<file path="src/hw/rtl/ctb_pkg.sv">
// Package for the countdown timer bank: sizes, opcodes, register indexes,
// sequencer states and the timer memory request type.
// No dependencies; every other file of the block uses it.
`default_nettype none

package ctb_pkg;

   // Bank size and timer width.
   localparam int NUM_TIMERS = 8;
   localparam int TIMER_BITS = 16;

   // Field widths of the items.
   localparam int OPCODE_BITS = 2;
   localparam int INDEX_BITS  = 3;
   localparam int LOAD_BITS   = 16;
   localparam int COUNT_BITS  = 16;

   // Configuration port.
   localparam int CSR_INDEX_BITS = 1;
   localparam int CSR_DATA_BITS  = 16;
   localparam int TPM_BITS       = 8;
   localparam int MPS_BITS       = 16;
   localparam logic [TPM_BITS-1:0] TPM_RESET = 8'd8;
   localparam logic [MPS_BITS-1:0] MPS_RESET = 16'd1000;

   localparam logic [CSR_INDEX_BITS-1:0] CSR_TICKS_PER_MS  = 1'd0;
   localparam logic [CSR_INDEX_BITS-1:0] CSR_MS_PER_SECOND = 1'd1;

   // Timer memory addressing and the sweep counter, which must hold NUM_TIMERS.
   localparam int ADDR_BITS = (NUM_TIMERS > 1) ? $clog2(NUM_TIMERS) : 1;
   localparam int WALK_BITS = $clog2(NUM_TIMERS + 1);

   // Opcodes; the fourth code does nothing.
   localparam logic [OPCODE_BITS-1:0] OP_TICK  = 2'd0;
   localparam logic [OPCODE_BITS-1:0] OP_START = 2'd1;
   localparam logic [OPCODE_BITS-1:0] OP_QUERY = 2'd2;

   typedef enum logic [2:0] {
      ST_IDLE,
      ST_EXEC,
      ST_QWAIT,
      ST_WALK,
      ST_DONE
   } ctb_state_type;

   typedef struct packed {
      logic                  rd_en;
      logic [ADDR_BITS-1:0]  rd_addr;
      logic                  wr_en;
      logic [ADDR_BITS-1:0]  wr_addr;
      logic [TIMER_BITS-1:0] wr_data;
   } ctb_mem_req_type;

   function automatic logic index_in_range(input logic [INDEX_BITS-1:0] idx);
      return (32'(idx) < NUM_TIMERS);
   endfunction

endpackage

`default_nettype wire

</file>
<file path="src/hw/rtl/ctb_req_if.sv">
// Request channel of the countdown timer bank: valid/ready plus one item.
// Depends on ctb_pkg for the field widths.
`default_nettype none

interface ctb_req_if;
   logic                             valid;
   logic                             ready;
   logic [ctb_pkg::OPCODE_BITS-1:0]  opcode;
   logic [ctb_pkg::INDEX_BITS-1:0]   timer_index;
   logic [ctb_pkg::LOAD_BITS-1:0]    load_value;

   modport source (output valid, opcode, timer_index, load_value, input ready);
   modport sink   (input valid, opcode, timer_index, load_value, output ready);
endinterface

`default_nettype wire

</file>
<file path="src/hw/rtl/ctb_rsp_if.sv">
// Result channel of the countdown timer bank: valid/ready plus one result item.
// Depends on ctb_pkg for the field widths.
`default_nettype none

interface ctb_rsp_if;
   logic                            valid;
   logic                            ready;
   logic                            expired;
   logic                            ms_strobe;
   logic [ctb_pkg::COUNT_BITS-1:0]  time_ms;
   logic [ctb_pkg::COUNT_BITS-1:0]  time_s;

   modport source (output valid, expired, ms_strobe, time_ms, time_s, input ready);
   modport sink   (input valid, expired, ms_strobe, time_ms, time_s, output ready);
endinterface

`default_nettype wire

</file>
<file path="src/hw/rtl/ctb_timer_mem.sv">
// Timer value memory: one write port, one registered read port, and a valid
// bit per entry so that entries never written since reset read as zero.
// Depends on ctb_pkg.
`default_nettype none

module ctb_timer_mem (
   input  wire logic                            clock,
   input  wire logic                            reset,
   input  wire ctb_pkg::ctb_mem_req_type        mem_req,
   output      logic [ctb_pkg::TIMER_BITS-1:0]  rd_data
);

   logic [ctb_pkg::TIMER_BITS-1:0] mem_q [ctb_pkg::NUM_TIMERS];
   logic [ctb_pkg::NUM_TIMERS-1:0] valid_ff;
   logic [ctb_pkg::TIMER_BITS-1:0] rd_data_ff;
   logic                           rd_hit_ff;

   always_ff @(posedge clock) begin
      if (mem_req.wr_en) begin
         mem_q[mem_req.wr_addr] <= mem_req.wr_data;
      end
      if (mem_req.rd_en) begin
         rd_data_ff <= mem_q[mem_req.rd_addr];
         rd_hit_ff  <= valid_ff[mem_req.rd_addr];
      end
   end

   always_ff @(posedge clock) begin
      if (reset) begin
         valid_ff <= '0;
      end else if (mem_req.wr_en) begin
         valid_ff[mem_req.wr_addr] <= 1'b1;
      end
   end

   assign rd_data = rd_hit_ff ? rd_data_ff : '0;

   // The sequencer never reads an entry in the cycle it writes it.
   assert property (@(posedge clock) disable iff (reset)
      !(mem_req.rd_en && mem_req.wr_en && mem_req.rd_addr == mem_req.wr_addr))
      else $error("timer memory read and write collide on one entry");

endmodule

`default_nettype wire

</file>
<file path="src/hw/rtl/ctb_ctrl.sv">
// Sequencer of the countdown timer bank: configuration registers, time
// counters, the read-modify-write sweep over the timer memory and the
// result register. Depends on ctb_pkg, ctb_req_if and ctb_rsp_if.
`default_nettype none

module ctb_ctrl (
   input  wire logic                                clock,
   input  wire logic                                reset,
   ctb_req_if.sink                                  req_ch,
   ctb_rsp_if.source                                rsp_ch,
   input  wire logic                                csr_we,
   input  wire logic [ctb_pkg::CSR_INDEX_BITS-1:0]  csr_index,
   input  wire logic [ctb_pkg::CSR_DATA_BITS-1:0]   csr_wdata,
   output      ctb_pkg::ctb_mem_req_type            mem_req,
   input  wire logic [ctb_pkg::TIMER_BITS-1:0]      rd_data
);

   ctb_pkg::ctb_state_type state_ff, state_in;

   logic [ctb_pkg::OPCODE_BITS-1:0] op_ff;
   logic [ctb_pkg::INDEX_BITS-1:0]  idx_ff;
   logic [ctb_pkg::LOAD_BITS-1:0]   load_ff;

   logic [ctb_pkg::TPM_BITS-1:0]    tpm_ff;
   logic [ctb_pkg::MPS_BITS-1:0]    mps_ff;
   logic [7:0]                      tick_pre_ff, tick_pre_in;
   logic [15:0]                     ms_pre_ff, ms_pre_in;
   logic [ctb_pkg::COUNT_BITS-1:0]  ms_cnt_ff, sec_cnt_ff;

   logic [ctb_pkg::WALK_BITS-1:0]   walk_cnt_ff;
   logic                            wb_pend_ff;
   logic [ctb_pkg::ADDR_BITS-1:0]   wb_addr_ff;

   logic                            res_expired_ff, res_strobe_ff;
   logic                            rsp_valid_ff, rsp_expired_ff, rsp_strobe_ff;
   logic [ctb_pkg::COUNT_BITS-1:0]  rsp_ms_ff, rsp_s_ff;

   logic                            accept, idx_valid, out_free, walk_done;
   logic                            ms_step, sec_step, walk_issue, load_rsp;
   logic [7:0]                      tick_pre_inc, div_t;
   logic [15:0]                     ms_pre_inc, div_s;
   logic [ctb_pkg::TIMER_BITS-1:0]  dec_value;

   // Prescalers: a zero divider acts as one, and a prescaler that sits at or
   // above a lowered divider completes its step on the next advance.
   always_comb begin
      div_t        = (tpm_ff == '0) ? 8'd1 : tpm_ff;
      div_s        = (mps_ff == '0) ? 16'd1 : mps_ff;
      tick_pre_inc = tick_pre_ff + 8'd1;
      ms_pre_inc   = ms_pre_ff + 16'd1;
      ms_step      = (tick_pre_inc >= div_t) || (tick_pre_inc == '0);
      sec_step     = (ms_pre_inc >= div_s) || (ms_pre_inc == '0);
      tick_pre_in  = ms_step ? '0 : tick_pre_inc;
      ms_pre_in    = sec_step ? '0 : ms_pre_inc;
   end

   assign accept    = req_ch.valid && req_ch.ready;
   assign idx_valid = ctb_pkg::index_in_range(idx_ff);
   assign out_free  = !rsp_valid_ff || rsp_ch.ready;
   assign walk_done = (walk_cnt_ff == ctb_pkg::WALK_BITS'(ctb_pkg::NUM_TIMERS));
   assign dec_value = (rd_data == '0) ? '0 : rd_data - ctb_pkg::TIMER_BITS'(1);

   // Next state.
   always_comb begin
      state_in = state_ff;
      unique case (state_ff)
         ctb_pkg::ST_IDLE: begin
            if (accept) state_in = ctb_pkg::ST_EXEC;
         end
         ctb_pkg::ST_EXEC: begin
            unique case (op_ff)
               ctb_pkg::OP_TICK:  state_in = ms_step ? ctb_pkg::ST_WALK : ctb_pkg::ST_DONE;
               ctb_pkg::OP_QUERY: state_in = idx_valid ? ctb_pkg::ST_QWAIT : ctb_pkg::ST_DONE;
               default:           state_in = ctb_pkg::ST_DONE;
            endcase
         end
         ctb_pkg::ST_QWAIT: state_in = ctb_pkg::ST_DONE;
         ctb_pkg::ST_WALK: begin
            if (walk_done && !wb_pend_ff) state_in = ctb_pkg::ST_DONE;
         end
         ctb_pkg::ST_DONE: begin
            if (out_free) state_in = ctb_pkg::ST_IDLE;
         end
         default: state_in = ctb_pkg::ST_IDLE;
      endcase
   end

   // Outputs of the sequencer.
   always_comb begin
      req_ch.ready = 1'b0;
      mem_req      = '0;
      walk_issue   = 1'b0;
      load_rsp     = 1'b0;
      unique case (state_ff)
         ctb_pkg::ST_IDLE: req_ch.ready = 1'b1;
         ctb_pkg::ST_EXEC: begin
            if (op_ff == ctb_pkg::OP_START && idx_valid) begin
               mem_req.wr_en   = 1'b1;
               mem_req.wr_addr = ctb_pkg::ADDR_BITS'(idx_ff);
               mem_req.wr_data = ctb_pkg::TIMER_BITS'(load_ff);
            end
            if (op_ff == ctb_pkg::OP_QUERY && idx_valid) begin
               mem_req.rd_en   = 1'b1;
               mem_req.rd_addr = ctb_pkg::ADDR_BITS'(idx_ff);
            end
         end
         ctb_pkg::ST_WALK: begin
            // Reads run one entry ahead of the write-back of the previous one.
            walk_issue      = !walk_done;
            mem_req.rd_en   = !walk_done;
            mem_req.rd_addr = walk_cnt_ff[ctb_pkg::ADDR_BITS-1:0];
            mem_req.wr_en   = wb_pend_ff;
            mem_req.wr_addr = wb_addr_ff;
            mem_req.wr_data = dec_value;
         end
         ctb_pkg::ST_DONE: load_rsp = out_free;
         default: ;
      endcase
   end

   always_ff @(posedge clock) begin
      if (reset) begin
         state_ff     <= ctb_pkg::ST_IDLE;
         tpm_ff       <= ctb_pkg::TPM_RESET;
         mps_ff       <= ctb_pkg::MPS_RESET;
         tick_pre_ff  <= '0;
         ms_pre_ff    <= '0;
         ms_cnt_ff    <= '0;
         sec_cnt_ff   <= '0;
         walk_cnt_ff  <= '0;
         wb_pend_ff   <= 1'b0;
         rsp_valid_ff <= 1'b0;
      end else begin
         state_ff <= state_in;
         if (csr_we) begin
            unique case (csr_index)
               ctb_pkg::CSR_TICKS_PER_MS:  tpm_ff <= csr_wdata[ctb_pkg::TPM_BITS-1:0];
               ctb_pkg::CSR_MS_PER_SECOND: mps_ff <= csr_wdata[ctb_pkg::MPS_BITS-1:0];
               default: ;
            endcase
         end
         if (state_ff == ctb_pkg::ST_EXEC && op_ff == ctb_pkg::OP_TICK) begin
            tick_pre_ff <= tick_pre_in;
            if (ms_step) begin
               ms_cnt_ff <= ms_cnt_ff + ctb_pkg::COUNT_BITS'(1);
               ms_pre_ff <= ms_pre_in;
               if (sec_step) sec_cnt_ff <= sec_cnt_ff + ctb_pkg::COUNT_BITS'(1);
            end
         end
         if (state_ff == ctb_pkg::ST_EXEC) begin
            walk_cnt_ff <= '0;
         end else if (walk_issue) begin
            walk_cnt_ff <= walk_cnt_ff + ctb_pkg::WALK_BITS'(1);
         end
         wb_pend_ff <= walk_issue;
         if (load_rsp) begin
            rsp_valid_ff <= 1'b1;
         end else if (rsp_ch.ready) begin
            rsp_valid_ff <= 1'b0;
         end
      end
   end

   always_ff @(posedge clock) begin
      if (accept) begin
         op_ff   <= req_ch.opcode;
         idx_ff  <= req_ch.timer_index;
         load_ff <= req_ch.load_value;
      end
      if (walk_issue) wb_addr_ff <= walk_cnt_ff[ctb_pkg::ADDR_BITS-1:0];
      if (state_ff == ctb_pkg::ST_EXEC) begin
         res_strobe_ff  <= (op_ff == ctb_pkg::OP_TICK) && ms_step;
         res_expired_ff <= (op_ff == ctb_pkg::OP_QUERY) && !idx_valid;
      end else if (state_ff == ctb_pkg::ST_QWAIT) begin
         res_expired_ff <= (rd_data == '0);
      end
      if (load_rsp) begin
         rsp_expired_ff <= res_expired_ff;
         rsp_strobe_ff  <= res_strobe_ff;
         rsp_ms_ff      <= ms_cnt_ff;
         rsp_s_ff       <= sec_cnt_ff;
      end
   end

   assign rsp_ch.valid     = rsp_valid_ff;
   assign rsp_ch.expired   = rsp_expired_ff;
   assign rsp_ch.ms_strobe = rsp_strobe_ff;
   assign rsp_ch.time_ms   = rsp_ms_ff;
   assign rsp_ch.time_s    = rsp_s_ff;

   assert property (@(posedge clock) disable iff (reset)
      accept |=> state_ff == ctb_pkg::ST_EXEC)
      else $error("accepted item did not start execution");

   assert property (@(posedge clock) disable iff (reset)
      state_ff == ctb_pkg::ST_IDLE |-> !mem_req.wr_en && !mem_req.rd_en)
      else $error("timer memory accessed while idle");

   assert property (@(posedge clock) disable iff (reset)
      32'(walk_cnt_ff) <= ctb_pkg::NUM_TIMERS)
      else $error("sweep counter ran past the last timer");

   assert property (@(posedge clock) disable iff (reset)
      rsp_valid_ff |-> !(rsp_strobe_ff && rsp_expired_ff))
      else $error("result marks both a millisecond step and an expiry");

endmodule

`default_nettype wire

</file>
<file path="src/hw/rtl/countdown_timer_bank.sv">
// Countdown timer bank: one item at a time, taken only while the sequencer is idle.
// An accepted item runs in EXEC, where a start writes its timer and a query reads it;
// a query then waits in QWAIT, and a tick with a millisecond step sweeps all timers
// in WALK, reading each one while the one before is written back, then ends in DONE.
// The next item is taken as a result is offered; a held one stalls DONE until taken.
// Synchronous active-high reset: timers and counters zero, ticks_per_ms 8, ms_per_second 1000.
`default_nettype none

module countdown_timer_bank (
   input  wire logic                                clock,
   input  wire logic                                reset,
   ctb_req_if.sink                                  req_ch,
   ctb_rsp_if.source                                rsp_ch,
   input  wire logic                                csr_we,
   input  wire logic [ctb_pkg::CSR_INDEX_BITS-1:0]  csr_index,
   input  wire logic [ctb_pkg::CSR_DATA_BITS-1:0]   csr_wdata
);

   ctb_pkg::ctb_mem_req_type        mem_req;
   logic [ctb_pkg::TIMER_BITS-1:0]  rd_data;

   ctb_ctrl u_ctrl (
      .clock     (clock),
      .reset     (reset),
      .req_ch    (req_ch),
      .rsp_ch    (rsp_ch),
      .csr_we    (csr_we),
      .csr_index (csr_index),
      .csr_wdata (csr_wdata),
      .mem_req   (mem_req),
      .rd_data   (rd_data)
   );

   ctb_timer_mem u_mem (
      .clock   (clock),
      .reset   (reset),
      .mem_req (mem_req),
      .rd_data (rd_data)
   );

endmodule

`default_nettype wire
</file>
<file path="src/flat_wrapper.sv">
// flat-port wrapper written by rule: the top's interface ports become plain ports
module countdown_timer_bank_flat 
  (clock, reset, csr_we, csr_index, csr_wdata, req_ch_valid, req_ch_opcode, req_ch_timer_index, req_ch_load_value, req_ch_ready, rsp_ch_valid, rsp_ch_expired, rsp_ch_ms_strobe, rsp_ch_time_ms, rsp_ch_time_s, rsp_ch_ready);
  ctb_req_if req_ch_i ();
  ctb_rsp_if rsp_ch_i ();
  input  wire logic clock;
  input  wire logic reset;
  input  wire logic csr_we;
  input  wire logic [ctb_pkg::CSR_INDEX_BITS-1:0] csr_index;
  input  wire logic [ctb_pkg::CSR_DATA_BITS-1:0] csr_wdata;
  input wire logic [$bits(req_ch_i.valid)-1:0] req_ch_valid;
  input wire logic [$bits(req_ch_i.opcode)-1:0] req_ch_opcode;
  input wire logic [$bits(req_ch_i.timer_index)-1:0] req_ch_timer_index;
  input wire logic [$bits(req_ch_i.load_value)-1:0] req_ch_load_value;
  output wire logic [$bits(req_ch_i.ready)-1:0] req_ch_ready;
  output wire logic [$bits(rsp_ch_i.valid)-1:0] rsp_ch_valid;
  output wire logic [$bits(rsp_ch_i.expired)-1:0] rsp_ch_expired;
  output wire logic [$bits(rsp_ch_i.ms_strobe)-1:0] rsp_ch_ms_strobe;
  output wire logic [$bits(rsp_ch_i.time_ms)-1:0] rsp_ch_time_ms;
  output wire logic [$bits(rsp_ch_i.time_s)-1:0] rsp_ch_time_s;
  input wire logic [$bits(rsp_ch_i.ready)-1:0] rsp_ch_ready;
  assign req_ch_i.valid = req_ch_valid;
  assign req_ch_i.opcode = req_ch_opcode;
  assign req_ch_i.timer_index = req_ch_timer_index;
  assign req_ch_i.load_value = req_ch_load_value;
  assign req_ch_ready = req_ch_i.ready;
  assign rsp_ch_valid = rsp_ch_i.valid;
  assign rsp_ch_expired = rsp_ch_i.expired;
  assign rsp_ch_ms_strobe = rsp_ch_i.ms_strobe;
  assign rsp_ch_time_ms = rsp_ch_i.time_ms;
  assign rsp_ch_time_s = rsp_ch_i.time_s;
  assign rsp_ch_i.ready = rsp_ch_ready;
  countdown_timer_bank u_core (.clock(clock), .reset(reset), .req_ch(req_ch_i), .rsp_ch(rsp_ch_i), .csr_we(csr_we), .csr_index(csr_index), .csr_wdata(csr_wdata));
endmodule
</file>
<file path="config.mk">
export PLATFORM = sky130hd
export DESIGN_NAME = countdown_timer_bank_flat
export DESIGN_NICKNAME = d
export VERILOG_FILES = /design/src/hw/rtl/ctb_pkg.sv /design/src/hw/rtl/ctb_req_if.sv /design/src/hw/rtl/ctb_rsp_if.sv /design/src/hw/rtl/ctb_timer_mem.sv /design/src/hw/rtl/ctb_ctrl.sv /design/src/hw/rtl/countdown_timer_bank.sv /design/src/flat_wrapper.sv
export SDC_FILE = /design/constraint.sdc
export NUM_CORES = 1
export LEC_CHECK = 0
export BUFFER_PORTS_ARGS = -buffer_cell sky130_fd_sc_hd__buf_2
export CORE_ASPECT_RATIO = 1.5
export CORE_MARGIN = 1.5
export CORE_UTILIZATION = 50
export CTS_CLUSTER_SIZE = 16
export DETAILED_ROUTE_END_ITERATION = 12
export PLACE_DENSITY = 0.68
export SETUP_SLACK_MARGIN = 0.05
export SLEW_MARGIN = 20
export SYNTH_ARGS = -nofsm -noshare
export SYNTH_HDL_FRONTEND = slang
export SYNTH_HIERARCHICAL = 1
export SYNTH_SLANG_ARGS = --single-unit
</file>
<file path="constraint.sdc">
create_clock -name clock -period 7.6 [get_ports clock]
set_input_delay 0.76 -clock clock [delete_from_list [all_inputs] [get_ports clock]]
set_output_delay 0.76 -clock clock [all_outputs]
set_load 0.03 [all_outputs]
</file>
==> results.md <==
- The iteration count of the initial detailed-routing pass is 5.
- In this run the most critical hold path is launched from req_ch_load_value[15].
- The leakage component of the power is roughly 5.1 nW.
- Gates resized during post-CTS repair numbered 0.
- The startpoint-to-endpoint class of the critical path is register to register.
- Setup repair after global routing left no endpoint under its margin.
- Leaving out fill and tap cells, the most frequent cells in the layout are edfxtp_1, nand2_1, dfxtp_1, buf_2, nor2_1.
- The area growth from synthesis to layout is 12.3%.
- The register-to-register path setup slack is about 3.6 ns.
- After layout, the minimum clock period comes to just under 4 ns.
- The wire-length estimate of the detail-placed layout is roughly 18000 um.
- The average wire per standard cell is ~19 um.
- The mean post-synth cell area is 12.6 um2.
- In the routed design, unresolved DRC markers number 0.
- The number of clock buffers added by TritonCTS is 28.
- The final max-slew violation count is 0.
- By area the synthesized netlist is led by edfxtp_1, dfxtp_1, mux4_1.
- In this run, placement finished with an instance count of roughly 1400.
- The class of the tightest hold or removal check is input port to register.
- When the netlist entered floorplanning its net count stood at around 1100.
- Based on the critical path, the design can be clocked at up to roughly 0.25 GHz.
- Counting every instance in the synthesized netlist gives around 1100.
- The cell sitting at the root of the clock tree is a clkbuf_16.
- The distinct cell type count of the synthesized netlist is 57.
- After detailed routing, the total wire length is roughly 27000 um.
- The wire length of the first global-routing pass is around 43000 um.
- The clock reaches the later pin of the worst-skew pair after around 0.56 ns.
- The total number of H-tree levels is 1.
- The power density of the placed cells is 227 nW/um2.
- The worst ir drop on vdd is between 0.00015 and 0.0002 V.
- The aggregate global-route resource usage is approximately a fifth.
- The share of cells above drive strength 1 is between 10% and 20%.
- The worst slew slack as a fraction of its limit is 35.0%.
- After global routing the overflow that remains totals 0.
- Of all nets on the critical path, the largest fanout is 18.
- The share of synthesized registers carrying an async set or reset is 0%.
- The share of the Yosys chip area taken by registers is between 60 and 70%.
- For the pin with the worst max-slew slack, the measured transition is around 1 ns.
- In this run switching power makes up roughly a fifth of total power.
- The count of buffers added on input and output ports is ~80.
- 0 antenna diodes ended up in the layout.
- Max-cap violations in this run came to 0.
- The final-report hold violation count is 0.
- The number of cell rows is 72.
- The pin count of the biggest net entering global routing is 84.
- The number of buffers added for setup after CTS is 0.
- The switching power is between 0.0006 and 0.0007 W.
- The startpoint class of the critical path is a register.
- The initial antenna violation count is 0.
- The number of sinks handled by clock tree synthesis is ~300.
- The via count of the first global-routing pass is ~8400.
- The sequential share of power is roughly 53%.
- The internal portion of the total power is 0.00268 W.
- The biggest area contributor in the post-synthesis netlist is edfxtp_1.
- The global placement routability congestion is approximately 0.84.
- The horizontal extent of the die is 136 um.
- Synthesis inferred a little over 300 register bits.
- The commonest non-fill, non-tap cell in the layout is edfxtp_1.
- The number of synthesized flops with an enable pin is between 200 and 250.
- The flow ran to the end, and the final reports show no timing, DRC or antenna violations.
- The detailed-route via count is between 8000 and 9000.
- The die is between 200 and 250 um tall.
- The arrival time of the worst setup path is 4.46 ns.
- The worst register-to-register path begins at u_core/u_ctrl/ms_pre_ff[2].
- The detail route stage leaves a number of antenna-violating nets equal to 0.
- The final count of negative-setup-slack endpoints is 0.
- The final standard cell count with taps included and fillers excluded is 1474.
- Per report_power, the clock group accounts for a little over two fifths of the total.
- The mapped netlist covers about 13000 um2.
- The final setup skew is 0.0238 ns.
- In this run the worst setup path begins at u_core/u_ctrl/ms_pre_ff[2].
- TritonCTS built the clock tree.
- In this run, the number of DRC markers left after iteration 0 of detailed routing was 498.
- After detailed routing, the number of vias per cell comes to roughly 5.6.
- The worst setup path is captured at a register.
- The initial core utilization is just over 50%.
- The maximum number of buffers from clock root to sink is 3.
- For this run, the number of Yosys warnings is 6.
- The number of buffers inserted by hold repair at cts is 0.
- Among all flip-flop cells after synthesis, the most frequent one is edfxtp_1.
- At the end of the flow, the number of nets in the layout was approximately 1200.
- The die covers approximately 27000 um2.
- The share of total power dissipated in combinational logic is under 10%.
- The share of Yosys cell area claimed by the top area cell type is between 40% and 50%.
- The final sum of negative setup slack is 0 ns.
- The count of boundary I/O pins is 79.
- After layout, the worst path uses between 50% and 60% of the clock period.
- After clock tree synthesis, the clock-pin slew on the worst setup and hold paths is ~0.06 ns.
- The data required time at the worst endpoint is 8.08 ns.
- The floorplan core area is about 26000 um2.
==> per-stage QoR <==
stage               util [%]  worst slack (ns)  hold WS (ns)  power [W]  area [um2]
floorplan                  -              4.42         0.400    0.00190       13200
global placement        53.6              3.69         0.430    0.00195       13900
detailed placement      53.6              3.63         0.432    0.00195       13900
CTS                     57.4              3.61         0.367    0.00341       14800
global route            57.4              3.20         0.369    0.00348       14800
finish                  57.4              3.62         0.382    0.00337       14800
==> layout make-up <==
| class | count | area (um2) |
|---|---|---|
| flip-flops and latches | 302 | 8090 |
| clock inverters | 9 | 101 |
| inverters | 50 | 188 |
| repair buffers | 84 | 435 |
| fillers | 2086 | 11000 |
| well taps | 333 | 417 |
| multi-input cells | 653 | 4740 |
| clock buffers | 43 | 881 |
==> critical path, cell delays in order, from the launching register on <==
cell	delay [ns]
dfxtp_1	0.45
nand3_1	0.39
nor4_4	0.58
xor2_1	0.24
ha_1	0.27
o21a_1	0.19
o21ai_0	0.15
nor3_1	0.09
a211oi_1	0.41
nand4b_1	0.63
o21ai_0	0.38
a21o_1	0.15
==> power groups by stage <==
stage | Sequential, W | Combinational (W) | Clock [W]
3_5_place_dp | 0.00182 | 0.000127 | 0
6_report | 0.00179 | 0.000125 | 0.00146
5_1_grt | 0.00179 | 0.000139 | 0.00155
4_1_cts | 0.00179 | 0.000127 | 0.00149
3_3_place_gp | 0.00182 | 0.000124 | 0
2_1_floorplan | 0.00182 | 0.0000791 | 0
==> cell usage after synthesis, drive strengths merged (4+ instances only) <==
| cell type | instances |
|---|---|
| o21ai | 49 |
| nor2b | 7 |
| a211oi | 7 |
| nand3 | 20 |
| nand4 | 20 |
| nor2 | 61 |
| xor2 | 31 |
| o211ai | 4 |
| nand2b | 14 |
| nand4b | 4 |
| nor3 | 15 |
| clkbuf | 31 |
| xnor2 | 21 |
| a211o | 4 |
| ha | 32 |
| mux2 | 20 |
| o21a | 6 |
| inv | 50 |
| buf | 17 |
| o31ai | 5 |
| dfxtp | 98 |
| nor4 | 21 |
| nand3b | 8 |
| a21oi | 56 |
| or3 | 12 |
| edfxtp | 204 |
| a21o | 6 |
| and3 | 9 |
| nand2 | 127 |
| mux4 | 34 |
| and2 | 22 |
| or4 | 9 |
==> state kept, by name, indices dropped and copies added (netlist names), 4 cells and up <==
| register | flops |
|---|---|
| u_core/u_ctrl/sec_cnt_ff | 16 |
| u_core/u_mem/mem_q | 128 |
| u_core/u_ctrl/load_ff | 16 |
| u_core/u_ctrl/tpm_ff | 8 |
| u_core/u_ctrl/ms_cnt_ff | 16 |
| u_core/u_mem/rd_data_ff | 16 |
| u_core/u_ctrl/ms_pre_ff | 16 |
| u_core/u_ctrl/rsp_ch.time_s | 16 |
| u_core/u_ctrl/walk_cnt_ff | 4 |
| u_core/u_mem/valid_ff | 8 |
| u_core/u_ctrl/rsp_ch.time_ms | 16 |
| u_core/u_ctrl/tick_pre_ff | 8 |
| u_core/u_ctrl/mps_ff | 16 |
==> path summary, 6_finish.rpt <==
check                               endpoint  depth (start not counted)
setup / recovery  u_core/u_ctrl/ms_pre_ff[8]                         11
hold / removal     u_core/u_ctrl/load_ff[15]                          1
setup reg to reg  u_core/u_ctrl/ms_pre_ff[8]                         11
hold reg to reg     u_core/u_mem/valid_ff[1]                          2
==> cells by family (layout without fill, tap and decap cells) <==
| group | Yosys count | after routing | share of synthesized area [%] |
|---|---|---|---|
| simple gates | 363 | 363 | 14.1 |
| flops | 302 | 302 | 61.2 |
| compound gates | 149 | 149 | 6.73 |
| buf+inv | 98 | 186 | 3.11 |
| mux | 57 | 57 | 8.40 |
| xor+xnor | 52 | 52 | 3.45 |
| fa+ha+maj | 32 | 32 | 3.03 |
==> layer usage <==
layer  up-vias  global-route usage [%]  wire length (um)
met5         -                       0                 0
met4         0                    8.06               956
met3        66                    2.81              1050
met2       169                    37.3             14400
met1      4047                    23.9             11000
li1       4007                       -                 -
Power figures use the tool's default switching activity.
